### src/rprt_pkg.sv
// Shared types and constants for the route pipe record table.
`default_nettype none

package rprt_pkg;

  localparam int ID_W = 12;
  localparam int OP_W = 2;

  // Operation codes carried on s_tuser.
  localparam logic [OP_W-1:0] OP_INSERT = 2'd0;
  localparam logic [OP_W-1:0] OP_LOOKUP = 2'd1;
  localparam logic [OP_W-1:0] OP_PURGE  = 2'd2;

  typedef enum logic [3:0] {
    ST_IDLE,
    ST_DISPATCH,
    ST_SCAN_RD,
    ST_SCAN_CHK,
    ST_TGT_RD,
    ST_SHIFT_RD,
    ST_SHIFT_WR,
    ST_INS_WR,
    ST_PURGE_RD,
    ST_PURGE_CHK,
    ST_FILL,
    ST_FINISH
  } state_t;

  // Source and address of a table write.
  typedef enum logic [2:0] {
    WR_NONE,   // no write
    WR_NEW,    // updated record at idx
    WR_SHIFT,  // read word to idx-1
    WR_KEEP,   // read word to wptr
    WR_FILL    // held last word to wptr
  } wr_sel_t;

  typedef struct packed {
    logic    load;
    logic    rd_en;
    logic    idx_inc;
    logic    idx_set_one;
    logic    set_hit;
    logic    res_rd;
    logic    res_new;
    wr_sel_t wr_sel;
    logic    wptr_inc;
    logic    hold_cap;
    logic    purge_end;
    logic    used_inc;
    logic    out_load;
  } cmd_t;

  typedef struct packed {
    logic [OP_W-1:0] op;
    logic            hit;
    logic            idx_at_used;
    logic            used_full;
    logic            id_match;
    logic            expired;
    logic            idx_last;
    logic            wptr_at_used;
    logic            fill_last;
    logic            out_free;
  } stat_t;

endpackage

`default_nettype wire

### src/rprt_ram.sv
// Generic single write, single read RAM with registered read data.
`default_nettype none

module rprt_ram #(
  parameter int WIDTH = 31,
  parameter int DEPTH = 16
) (
  input  wire logic                     clk,
  input  wire logic                     wr_en,
  input  wire logic [$clog2(DEPTH)-1:0] wr_addr,
  input  wire logic [WIDTH-1:0]         wr_data,
  input  wire logic                     rd_en,
  input  wire logic [$clog2(DEPTH)-1:0] rd_addr,
  output logic      [WIDTH-1:0]         rd_data
);

  logic [WIDTH-1:0] mem [DEPTH];

  always_ff @(posedge clk) begin
    if (wr_en) begin
      mem[wr_addr] <= wr_data;
    end
    if (rd_en) begin
      rd_data <= mem[rd_addr];
    end
  end

endmodule

`default_nettype wire

### src/rprt_ctrl.sv
// Sequencing state machine for search, shift, compaction and result hand-off.
`default_nettype none

module rprt_ctrl (
  input  wire logic           clk,
  input  wire logic           rst,
  input  wire logic           in_valid,
  output logic                in_ready,
  input  wire rprt_pkg::stat_t stat,
  output rprt_pkg::cmd_t      cmd
);

  rprt_pkg::state_t state;
  rprt_pkg::state_t state_next;

  always_ff @(posedge clk) begin
    if (rst) begin
      state <= rprt_pkg::ST_IDLE;
    end else begin
      state <= state_next;
    end
  end

  always_comb begin
    state_next = state;
    unique case (state)
      rprt_pkg::ST_IDLE: begin
        if (in_valid) state_next = rprt_pkg::ST_DISPATCH;
      end
      rprt_pkg::ST_DISPATCH: begin
        if (stat.op == rprt_pkg::OP_INSERT || stat.op == rprt_pkg::OP_LOOKUP) begin
          state_next = rprt_pkg::ST_SCAN_RD;
        end else if (stat.op == rprt_pkg::OP_PURGE) begin
          state_next = rprt_pkg::ST_PURGE_RD;
        end else begin
          state_next = rprt_pkg::ST_FINISH;
        end
      end
      rprt_pkg::ST_SCAN_RD: begin
        if (!stat.idx_at_used) begin
          state_next = rprt_pkg::ST_SCAN_CHK;
        end else if (stat.op == rprt_pkg::OP_LOOKUP) begin
          state_next = rprt_pkg::ST_FINISH;
        end else if (stat.used_full) begin
          state_next = rprt_pkg::ST_SHIFT_RD;
        end else begin
          state_next = rprt_pkg::ST_TGT_RD;
        end
      end
      rprt_pkg::ST_SCAN_CHK: begin
        if (!stat.id_match) begin
          state_next = rprt_pkg::ST_SCAN_RD;
        end else if (stat.op == rprt_pkg::OP_LOOKUP) begin
          state_next = rprt_pkg::ST_FINISH;
        end else begin
          state_next = rprt_pkg::ST_INS_WR;
        end
      end
      rprt_pkg::ST_TGT_RD:   state_next = rprt_pkg::ST_INS_WR;
      rprt_pkg::ST_SHIFT_RD: state_next = rprt_pkg::ST_SHIFT_WR;
      rprt_pkg::ST_SHIFT_WR: begin
        state_next = stat.idx_last ? rprt_pkg::ST_INS_WR : rprt_pkg::ST_SHIFT_RD;
      end
      rprt_pkg::ST_INS_WR:   state_next = rprt_pkg::ST_FINISH;
      rprt_pkg::ST_PURGE_RD: begin
        if (!stat.idx_at_used) begin
          state_next = rprt_pkg::ST_PURGE_CHK;
        end else if (stat.wptr_at_used) begin
          state_next = rprt_pkg::ST_FINISH;
        end else begin
          state_next = rprt_pkg::ST_FILL;
        end
      end
      rprt_pkg::ST_PURGE_CHK: state_next = rprt_pkg::ST_PURGE_RD;
      rprt_pkg::ST_FILL: begin
        if (stat.fill_last) state_next = rprt_pkg::ST_FINISH;
      end
      rprt_pkg::ST_FINISH: begin
        if (stat.out_free) state_next = rprt_pkg::ST_IDLE;
      end
      default: state_next = rprt_pkg::ST_IDLE;
    endcase
  end

  always_comb begin
    in_ready = 1'b0;
    cmd      = '0;
    cmd.wr_sel = rprt_pkg::WR_NONE;
    unique case (state)
      rprt_pkg::ST_IDLE: begin
        in_ready = 1'b1;
        cmd.load = in_valid;
      end
      rprt_pkg::ST_DISPATCH: begin
      end
      rprt_pkg::ST_SCAN_RD: begin
        if (!stat.idx_at_used) begin
          cmd.rd_en = 1'b1;
        end else if (stat.op != rprt_pkg::OP_LOOKUP && stat.used_full) begin
          cmd.idx_set_one = 1'b1;  // shift starts by moving slot 1 to slot 0
        end
      end
      rprt_pkg::ST_SCAN_CHK: begin
        if (stat.id_match) begin
          cmd.set_hit = 1'b1;
          cmd.res_rd  = (stat.op == rprt_pkg::OP_LOOKUP);
        end else begin
          cmd.idx_inc = 1'b1;
        end
      end
      rprt_pkg::ST_TGT_RD,
      rprt_pkg::ST_SHIFT_RD: begin
        cmd.rd_en = 1'b1;
      end
      rprt_pkg::ST_SHIFT_WR: begin
        cmd.wr_sel  = rprt_pkg::WR_SHIFT;
        cmd.idx_inc = !stat.idx_last;
      end
      rprt_pkg::ST_INS_WR: begin
        cmd.wr_sel   = rprt_pkg::WR_NEW;
        cmd.res_new  = 1'b1;
        cmd.used_inc = !stat.hit && !stat.used_full;
      end
      rprt_pkg::ST_PURGE_RD: begin
        if (stat.idx_at_used) begin
          cmd.purge_end = 1'b1;
        end else begin
          cmd.rd_en = 1'b1;
        end
      end
      rprt_pkg::ST_PURGE_CHK: begin
        cmd.hold_cap = 1'b1;
        cmd.idx_inc  = 1'b1;
        if (!stat.expired) begin
          cmd.wr_sel   = rprt_pkg::WR_KEEP;
          cmd.wptr_inc = 1'b1;
        end
      end
      rprt_pkg::ST_FILL: begin
        cmd.wr_sel   = rprt_pkg::WR_FILL;
        cmd.wptr_inc = 1'b1;
      end
      rprt_pkg::ST_FINISH: begin
        cmd.out_load = stat.out_free;
      end
      default: begin
      end
    endcase
  end

endmodule

`default_nettype wire

### src/rprt_dpath.sv
// Datapath: item register, pointers, record RAM, compare logic and output register.
`default_nettype none

module rprt_dpath #(
  parameter int TABLE_DEPTH = 16,
  parameter int REF_WIDTH   = 8,
  localparam int AW = $clog2(TABLE_DEPTH),
  localparam int CW = $clog2(TABLE_DEPTH + 1),
  localparam int IN_W = rprt_pkg::ID_W + 2 + 3 * REF_WIDTH,
  localparam int IN_TDATA_W = ((IN_W + 7) / 8) * 8,
  localparam int OUT_W = 1 + AW + 3 + 2 * REF_WIDTH + 2 * CW,
  localparam int OUT_TDATA_W = ((OUT_W + 7) / 8) * 8
) (
  input  wire logic                         clk,
  input  wire logic                         rst,
  input  wire rprt_pkg::cmd_t               cmd,
  output rprt_pkg::stat_t                   stat,
  input  wire logic [rprt_pkg::OP_W-1:0]    in_user,
  input  wire logic [IN_TDATA_W-1:0]        in_data,
  input  wire logic                         out_ready,
  output logic                              out_valid,
  output logic      [OUT_TDATA_W-1:0]       out_data
);

  typedef struct packed {
    logic [rprt_pkg::ID_W-1:0] id;
    logic                      two_way;
    logic                      endpoint;
    logic                      ep_uplink;
    logic [REF_WIDTH-1:0]      up;
    logic [REF_WIDTH-1:0]      down;
  } rec_t;

  localparam int REC_W = $bits(rec_t);
  localparam logic [CW-1:0] FULL_CNT = CW'(TABLE_DEPTH);
  localparam logic [CW-1:0] LAST_IDX = CW'(TABLE_DEPTH - 1);

  // item register
  logic [rprt_pkg::OP_W-1:0] op;
  logic [rprt_pkg::ID_W-1:0] id;
  logic                      tw;
  logic                      rcp;
  logic [REF_WIDTH-1:0]      up_in;
  logic [REF_WIDTH-1:0]      down_in;
  logic [REF_WIDTH-1:0]      exp_ref;

  logic [CW-1:0] used;
  logic [CW-1:0] idx;
  logic [CW-1:0] wptr;
  logic [CW-1:0] removed;
  logic          hit;
  rec_t          hold;

  rec_t          res_rec;
  logic          res_found;
  logic [AW-1:0] res_slot;

  logic [REC_W-1:0] rd_word;
  rec_t             rd_rec;
  rec_t             new_rec;
  logic [CW-1:0]    idx_m1;
  logic             wr_en;
  logic [AW-1:0]    wr_addr;
  rec_t             wr_rec;
  logic [OUT_TDATA_W-1:0] out_pack;

  assign rd_rec = rec_t'(rd_word);
  assign idx_m1 = idx - CW'(1);

  // Updated record built from the old contents of its slot.
  always_comb begin
    new_rec           = rd_rec;
    new_rec.id        = id;
    new_rec.two_way   = tw;
    new_rec.endpoint  = tw & rcp;
    new_rec.ep_uplink = tw & rcp;
    if (tw) begin
      new_rec.up   = up_in;
      new_rec.down = rcp ? up_in : down_in;
    end
  end

  always_comb begin
    wr_en   = 1'b1;
    wr_addr = idx[AW-1:0];
    wr_rec  = rd_rec;
    unique case (cmd.wr_sel)
      rprt_pkg::WR_NONE:  wr_en = 1'b0;
      rprt_pkg::WR_NEW:   wr_rec = new_rec;
      rprt_pkg::WR_SHIFT: wr_addr = idx_m1[AW-1:0];
      rprt_pkg::WR_KEEP:  wr_addr = wptr[AW-1:0];
      rprt_pkg::WR_FILL: begin
        wr_addr = wptr[AW-1:0];
        wr_rec  = hold;
      end
      default: wr_en = 1'b0;
    endcase
  end

  rprt_ram #(
    .WIDTH (REC_W),
    .DEPTH (TABLE_DEPTH)
  ) u_ram (
    .clk     (clk),
    .wr_en   (wr_en),
    .wr_addr (wr_addr),
    .wr_data (REC_W'(wr_rec)),
    .rd_en   (cmd.rd_en),
    .rd_addr (idx[AW-1:0]),
    .rd_data (rd_word)
  );

  // control registers
  always_ff @(posedge clk) begin
    if (rst) begin
      used      <= '0;
      hit       <= 1'b0;
      out_valid <= 1'b0;
    end else begin
      if (cmd.load) begin
        hit <= 1'b0;
      end else if (cmd.set_hit) begin
        hit <= 1'b1;
      end
      if (cmd.used_inc) begin
        used <= used + CW'(1);
      end else if (cmd.purge_end) begin
        used <= wptr;
      end
      if (cmd.out_load) begin
        out_valid <= 1'b1;
      end else if (out_ready) begin
        out_valid <= 1'b0;
      end
    end
  end

  // pointers and payload
  always_ff @(posedge clk) begin
    if (cmd.load) begin
      op      <= in_user;
      id      <= in_data[rprt_pkg::ID_W-1:0];
      tw      <= in_data[rprt_pkg::ID_W];
      rcp     <= in_data[rprt_pkg::ID_W+1];
      up_in   <= in_data[rprt_pkg::ID_W+2 +: REF_WIDTH];
      down_in <= in_data[rprt_pkg::ID_W+2+REF_WIDTH +: REF_WIDTH];
      exp_ref <= in_data[rprt_pkg::ID_W+2+2*REF_WIDTH +: REF_WIDTH];
      idx     <= '0;
      wptr    <= '0;
      removed <= '0;
      res_rec <= '0;
      res_found <= 1'b0;
      res_slot  <= '0;
    end else begin
      if (cmd.idx_set_one) begin
        idx <= CW'(1);
      end else if (cmd.idx_inc) begin
        idx <= idx + CW'(1);
      end
      if (cmd.wptr_inc) begin
        wptr <= wptr + CW'(1);
      end
      if (cmd.purge_end) begin
        removed <= used - wptr;
      end
      if (cmd.res_rd) begin
        res_rec   <= rd_rec;
        res_found <= 1'b1;
        res_slot  <= idx[AW-1:0];
      end else if (cmd.res_new) begin
        res_rec   <= new_rec;
        res_found <= hit;
        res_slot  <= idx[AW-1:0];
      end
    end
    if (cmd.hold_cap) begin
      hold <= rd_rec;
    end
    if (cmd.out_load) begin
      out_data <= out_pack;
    end
  end

  always_comb begin
    out_pack = '0;
    out_pack[OUT_W-1:0] = {removed, used, res_rec.down, res_rec.up, res_rec.two_way,
                           res_rec.ep_uplink, res_rec.endpoint, res_slot, res_found};
  end

  always_comb begin
    stat              = '0;
    stat.op           = op;
    stat.hit          = hit;
    stat.idx_at_used  = (idx == used);
    stat.used_full    = (used == FULL_CNT);
    stat.id_match     = (rd_rec.id == id);
    stat.expired      = (rd_rec.up == exp_ref) || (rd_rec.down == exp_ref);
    stat.idx_last     = (idx == LAST_IDX);
    stat.wptr_at_used = (wptr == used);
    stat.fill_last    = ((wptr + CW'(1)) == idx);
    stat.out_free     = !out_valid || out_ready;
  end

endmodule

`default_nettype wire

### src/route_pipe_record_table_core.sv
// Top level of the route pipe record table: controller, datapath and checks.
`default_nettype none

// Packed table of up to TABLE_DEPTH routing-pipe records, oldest at slot 0,
// held in one RAM with registered read. One word in gives one result word.
// The block takes one word at a time; s_tready is high only while it is idle,
// and a finished result waits in the output register so the next word can be
// taken before the previous result is read. Timing is set by the single RAM
// read port, which serves one record at a time while walking the table.
// A lookup scans the used entries until a match or the end. An insert scans
// the same way, then updates a matching record in place or appends a new
// one after the last entry; when the table is full it first drops the
// oldest record by shifting every other record down one slot and writes the
// new one at the last slot. A purge compacts the records it keeps, then the
// freed tail slots are rewritten with the last old record. An unused opcode
// goes straight to the result. A result is loaded into the output register
// only while the previous one is gone or being read. A purge compares every
// record, including the one moved into a slot that was just vacated.
module route_pipe_record_table_core #(
  parameter int TABLE_DEPTH = 16,
  parameter int REF_WIDTH   = 8,
  localparam int AW = $clog2(TABLE_DEPTH),
  localparam int CW = $clog2(TABLE_DEPTH + 1),
  localparam int IN_W = rprt_pkg::ID_W + 2 + 3 * REF_WIDTH,
  localparam int IN_TDATA_W = ((IN_W + 7) / 8) * 8,
  localparam int OUT_W = 1 + AW + 3 + 2 * REF_WIDTH + 2 * CW,
  localparam int OUT_TDATA_W = ((OUT_W + 7) / 8) * 8
) (
  input  wire logic                      clk,
  input  wire logic                      rst,
  // input words
  input  wire logic                      s_tvalid,
  output logic                           s_tready,
  // pipe_id, two_way, is_recipient, up_ref, down_ref, expired_ref, zero pad
  input  wire logic [IN_TDATA_W-1:0]     s_tdata,
  // opcode
  input  wire logic [rprt_pkg::OP_W-1:0] s_tuser,
  // result words
  output logic                           m_tvalid,
  input  wire logic                      m_tready,
  // found, slot, endpoint, endpoint_uplink, two_way_out, next_up, next_down,
  // entries_used, removed_count, zero pad
  output logic      [OUT_TDATA_W-1:0]    m_tdata
);

  // Field offsets in the result word.
  localparam int OFS_USED = 1 + AW + 3 + 2 * REF_WIDTH;
  localparam int OFS_REM  = OFS_USED + CW;

  rprt_pkg::cmd_t  cmd;
  rprt_pkg::stat_t stat;

  rprt_ctrl u_ctrl (
    .clk      (clk),
    .rst      (rst),
    .in_valid (s_tvalid),
    .in_ready (s_tready),
    .stat     (stat),
    .cmd      (cmd)
  );

  rprt_dpath #(
    .TABLE_DEPTH (TABLE_DEPTH),
    .REF_WIDTH   (REF_WIDTH)
  ) u_dpath (
    .clk       (clk),
    .rst       (rst),
    .cmd       (cmd),
    .stat      (stat),
    .in_user   (s_tuser),
    .in_data   (s_tdata),
    .out_ready (m_tready),
    .out_valid (m_tvalid),
    .out_data  (m_tdata)
  );

`ifndef NO_ASSERTIONS
  // One word in flight: the block stops taking words right after accepting one.
  a_one_in_flight: assert property (@(posedge clk) disable iff (rst)
    (s_tvalid && s_tready) |=> !s_tready)
    else $error("word accepted while another is in work");

  // Only a purge removes records, and a purge never reports a match.
  a_found_no_removal: assert property (@(posedge clk) disable iff (rst)
    (m_tvalid && m_tdata[0]) |-> (m_tdata[OFS_REM +: CW] == '0))
    else $error("removed count set on a matched result");

  // Records left plus records removed never exceed the table depth.
  a_count_bound: assert property (@(posedge clk) disable iff (rst)
    m_tvalid |-> (({1'b0, m_tdata[OFS_USED +: CW]} + {1'b0, m_tdata[OFS_REM +: CW]})
                  <= (CW + 1)'(TABLE_DEPTH)))
    else $error("entry count out of range");
`endif

endmodule

`default_nettype wire
### config.mk
export PLATFORM = sky130hd
export DESIGN_NAME = route_pipe_record_table_core
export DESIGN_NICKNAME = d
export VERILOG_FILES = /design/src/rprt_pkg.sv /design/src/rprt_ram.sv /design/src/rprt_ctrl.sv /design/src/rprt_dpath.sv /design/src/route_pipe_record_table_core.sv
export SDC_FILE = /design/constraint.sdc
export NUM_CORES = 1
export LEC_CHECK = 0
export ABC_AREA = 1
export BUFFER_PORTS_ARGS = -buffer_cell sky130_fd_sc_hd__buf_4
export CAP_MARGIN = 20
export CORE_ASPECT_RATIO = 0.6
export CORE_MARGIN = 2
export CORE_UTILIZATION = 61
export DETAILED_ROUTE_END_ITERATION = 16
export PLACE_DENSITY = 0.81
export SYNTH_ARGS = -nofsm -noshare
export SYNTH_HDL_FRONTEND = slang
export SYNTH_HIERARCHICAL = 1
export SYNTH_SLANG_ARGS = --single-unit
### constraint.sdc
create_clock -name clk -period 7.2 [get_ports clk]
set_clock_uncertainty 0.15 [all_clocks]
set_input_delay 1.08 -clock clk [delete_from_list [all_inputs] [get_ports clk]]
set_output_delay 1.08 -clock clk [all_outputs]
set_load 0.05 [all_outputs]
==> results.ini <==
[critical_path]
cp-end-kind = flop
r2r-start = u_dpath/u_ram/rd_data[0]
required_ns = 7.33
r2r_slack_ns = 2.42
cp.arrival_ns = 4.91
start_kind = flop
r2r_cells = 16
worstPathMaxFanout = 18
r2r-end = u_dpath/u_ram/mem[6][2]
path_class = flop to flop

[drt]
vias = 20788
viasPerCell = 5.72
wl_um = 71600
ant_nets = 0
dr.pass1.iters = 6
wire_per_inst_um = 19.7
drt-initial-drc-count = 2942
drc = 0

[cells_and_area]
final_cell_mix = nand2_1 (866), edfxtp_1 (632), inv_1 (471)
final_common_cell = nand2_1
drive_gt1_frac = 0.0828
fin_cells = 3637
nNetsFinal = 3007
stdcell_area_mm2 = 0.0327
areaGrowthSynthToFinish_pct = 9.87

[place]
gp_congestion = 0.885
placed_area_mm2 = 0.0308
dp_hpwl_um = 41200
port_buffers = 79
place_ws_ns = 2.68
dp.cells = 3522

[clock_network]
clock_latency_ns = 0.61
post_cts_buffers = 0
ctsHoldBuffers = 0
ctsLongestPathBuffers = 3
clock_sinks = 682
ctsRootBufferMaster = clkbuf_16
cts-resized-gates = 0
cts_tree = built
clkSlewWorstSetupHoldPaths_ns = 0.06
cts_max_level = 2
cts_made_buffers = 58

[power]
combinationalPowerShare = 0.183
clkPwrFrac = 0.306
power.net_switching_w = 0.00297
p_leak_nw = 13.6
swShare = 0.293
p_total_w = 0.0101
power_frac_seq = 0.512
ir_worst_vdd_mv = 0.210
power.internal_w = 0.00716
powerDensity_mw_per_mm2 = 310

[synth]
yosysWarnings = 6
synth_flop_cell = edfxtp_1
synthTopCellsByArea = edfxtp_1 (64%), nand2_1 (11%), nand3_1 (7.2%)
synth_edf_count = 632
yosysTopAreaCellShare = 0.638
seq_area_frac_synth = 0.672
ys_ff_latch = 682
synth_cell_types = 40
yosysTopAreaCell = edfxtp_1
synthArstFlopShare = 0
synth_area_per_cell_um2 = 10.3
netlist_area_mm2 = 0.0298
syn_inst = 2892

[global_routing]
grt_max_degree = 105
grt_first_pass_wirelength_um = 109000
grt_overflow = 0
antenna_found_initial = 0
grt_pass1_vias = 20086
grt_usage = 0.283

[min_path]
hold_path.class = flop to flop
hold_path_end = u_dpath/out_data[10]
hold_start = u_dpath/out_pack[10]
holdPathStages = 0

[sta]
max_slew.worst_pin.slew_ns = 1.17
setup_tns_ns = 0
finalSetupViolations = 0
hold_viol = 0
slew-limit-headroom = 0.220
rsz0062_at_grt = no
slew_viol_final = 0
finalCritPeriodShare = 0.664
fmaxAchievable_mhz = 209
setup_slack_ns = 2.42
min_period_ns = 4.78

[floorplanning]
io_pins = 88
dieArea_mm2 = 0.0506
core_area_mm2 = 0.0480
rows = 62
fp.dieW_um = 289
fp.dieH_um = 175
initial_utilization = 0.620

[outcome]
status = finished, final reports clean

[job]
maxCapViolations = 0

## metrics by stage
step                 util  hold slack (ns)
floorplan               -            0.253
CTS                 0.679            0.275
detailed placement  0.641            0.260
finish              0.681            0.275
global placement    0.641            0.267
global route        0.681            0.288
## how the worst max path moves through the flow
stage | end | startpoint | slack [ns]
after floorplan | u_dpath/u_ram/mem[4][0] | u_ctrl/state[0] | 1.24
after global placement | u_dpath/u_ram/mem[6][0] | u_dpath/u_ram/rd_data[0] | 2.85
after detailed placement | u_dpath/u_ram/mem[7][27] | u_ctrl/state[2] | 2.68
after CTS | u_dpath/u_ram/mem[7][3] | u_ctrl/state[2] | 2.65
after global routing | u_dpath/u_ram/mem[6][2] | u_dpath/u_ram/rd_data[0] | 2.32
final | u_dpath/u_ram/mem[6][2] | u_dpath/u_ram/rd_data[0] | 2.42
## power groups by stage
stage               sequential, W  clock [W]  combinational (W)
floorplan                 0.00517          0            0.00124
global placement          0.00525          0            0.00169
detailed placement        0.00526          0            0.00176
CTS                       0.00518    0.00312            0.00178
global route              0.00520    0.00329            0.00202
finish                    0.00518    0.00310            0.00185
## sequential cells by signal (all words and copies together) (netlist names), 4 cells and up
name and cells:
u_ctrl/state 4, u_dpath/down_in 8, u_dpath/exp_ref 8, u_dpath/hold 31
u_dpath/id 12, u_dpath/idx 5, u_dpath/out_data 34, u_dpath/out_pack 19
u_dpath/removed 5, u_dpath/res_slot 4, u_dpath/u_ram/mem 496, u_dpath/u_ram/rd_data 31
u_dpath/up_in 8, u_dpath/used 5, u_dpath/wptr 5
## synthesized netlist by cell type (13+ instances only)
| cell type | instances |
|---|---|
| a21oi_1 | 58 |
| buf_1 | 16 |
| buf_2 | 55 |
| buf_4 | 21 |
| buf_6 | 26 |
| clkbuf_1 | 14 |
| dfxtp_1 | 50 |
| edfxtp_1 | 632 |
| inv_1 | 471 |
| nand2_1 | 866 |
| nand3_1 | 426 |
| nor2_1 | 82 |
| nor3_1 | 13 |
| o21ai_0 | 68 |
| o221ai_1 | 13 |
| xnor2_1 | 17 |
## logic make-up after synthesis
family                     count (synthesis)  synth area share
other                                      1          0.000126
adders and majority gates                 11           0.00488
buffers and inverters                    615            0.0901
AOI/OAI and AO/OA                        153            0.0280
xor gates and xnor gates                  24           0.00707
and+or+nand+nor                         1406             0.198
DFF                                      682             0.672
## routing by layer
layer | up-vias | part of all wire | track usage
li1 | 9558 | - | -
met1 | 9825 | 0.40 | 0.407
met2 | 1218 | 0.45 | 0.434
met3 | 187 | 0.12 | 0.0564
met4 | 0 | 0.034 | 0.104
met5 | - | 0 | 0
## worst max-delay path: stages (launching register included)
cell and delay (ns):
edfxtp_1 0.53, xnor2_1 0.34, nand2_1 0.10, nor2_1 0.12, nand2_1 0.07, nand2_1 0.15, inv_1 0.06, nand2_1 0.14
nand2_1 0.09, inv_1 0.10, nand3_2 0.54, nand2_1 0.26, inv_1 0.08, nand2_1 0.13, nand3b_1 0.35, nor2_4 0.80
buf_4 0.41
## layout make-up
type,instances,area [um^2]
Sequential cell,682,20000
Fill cell,3330,15300
Multi-Input combinational cell,1600,7260
Inverter,479,1810
Clock buffer,82,1620
Timing Repair Buffer,129,968
Tap cell,640,801
Clock inverter,24,238
Antenna cell,1,2.50
(Power assumes the default switching activity.)
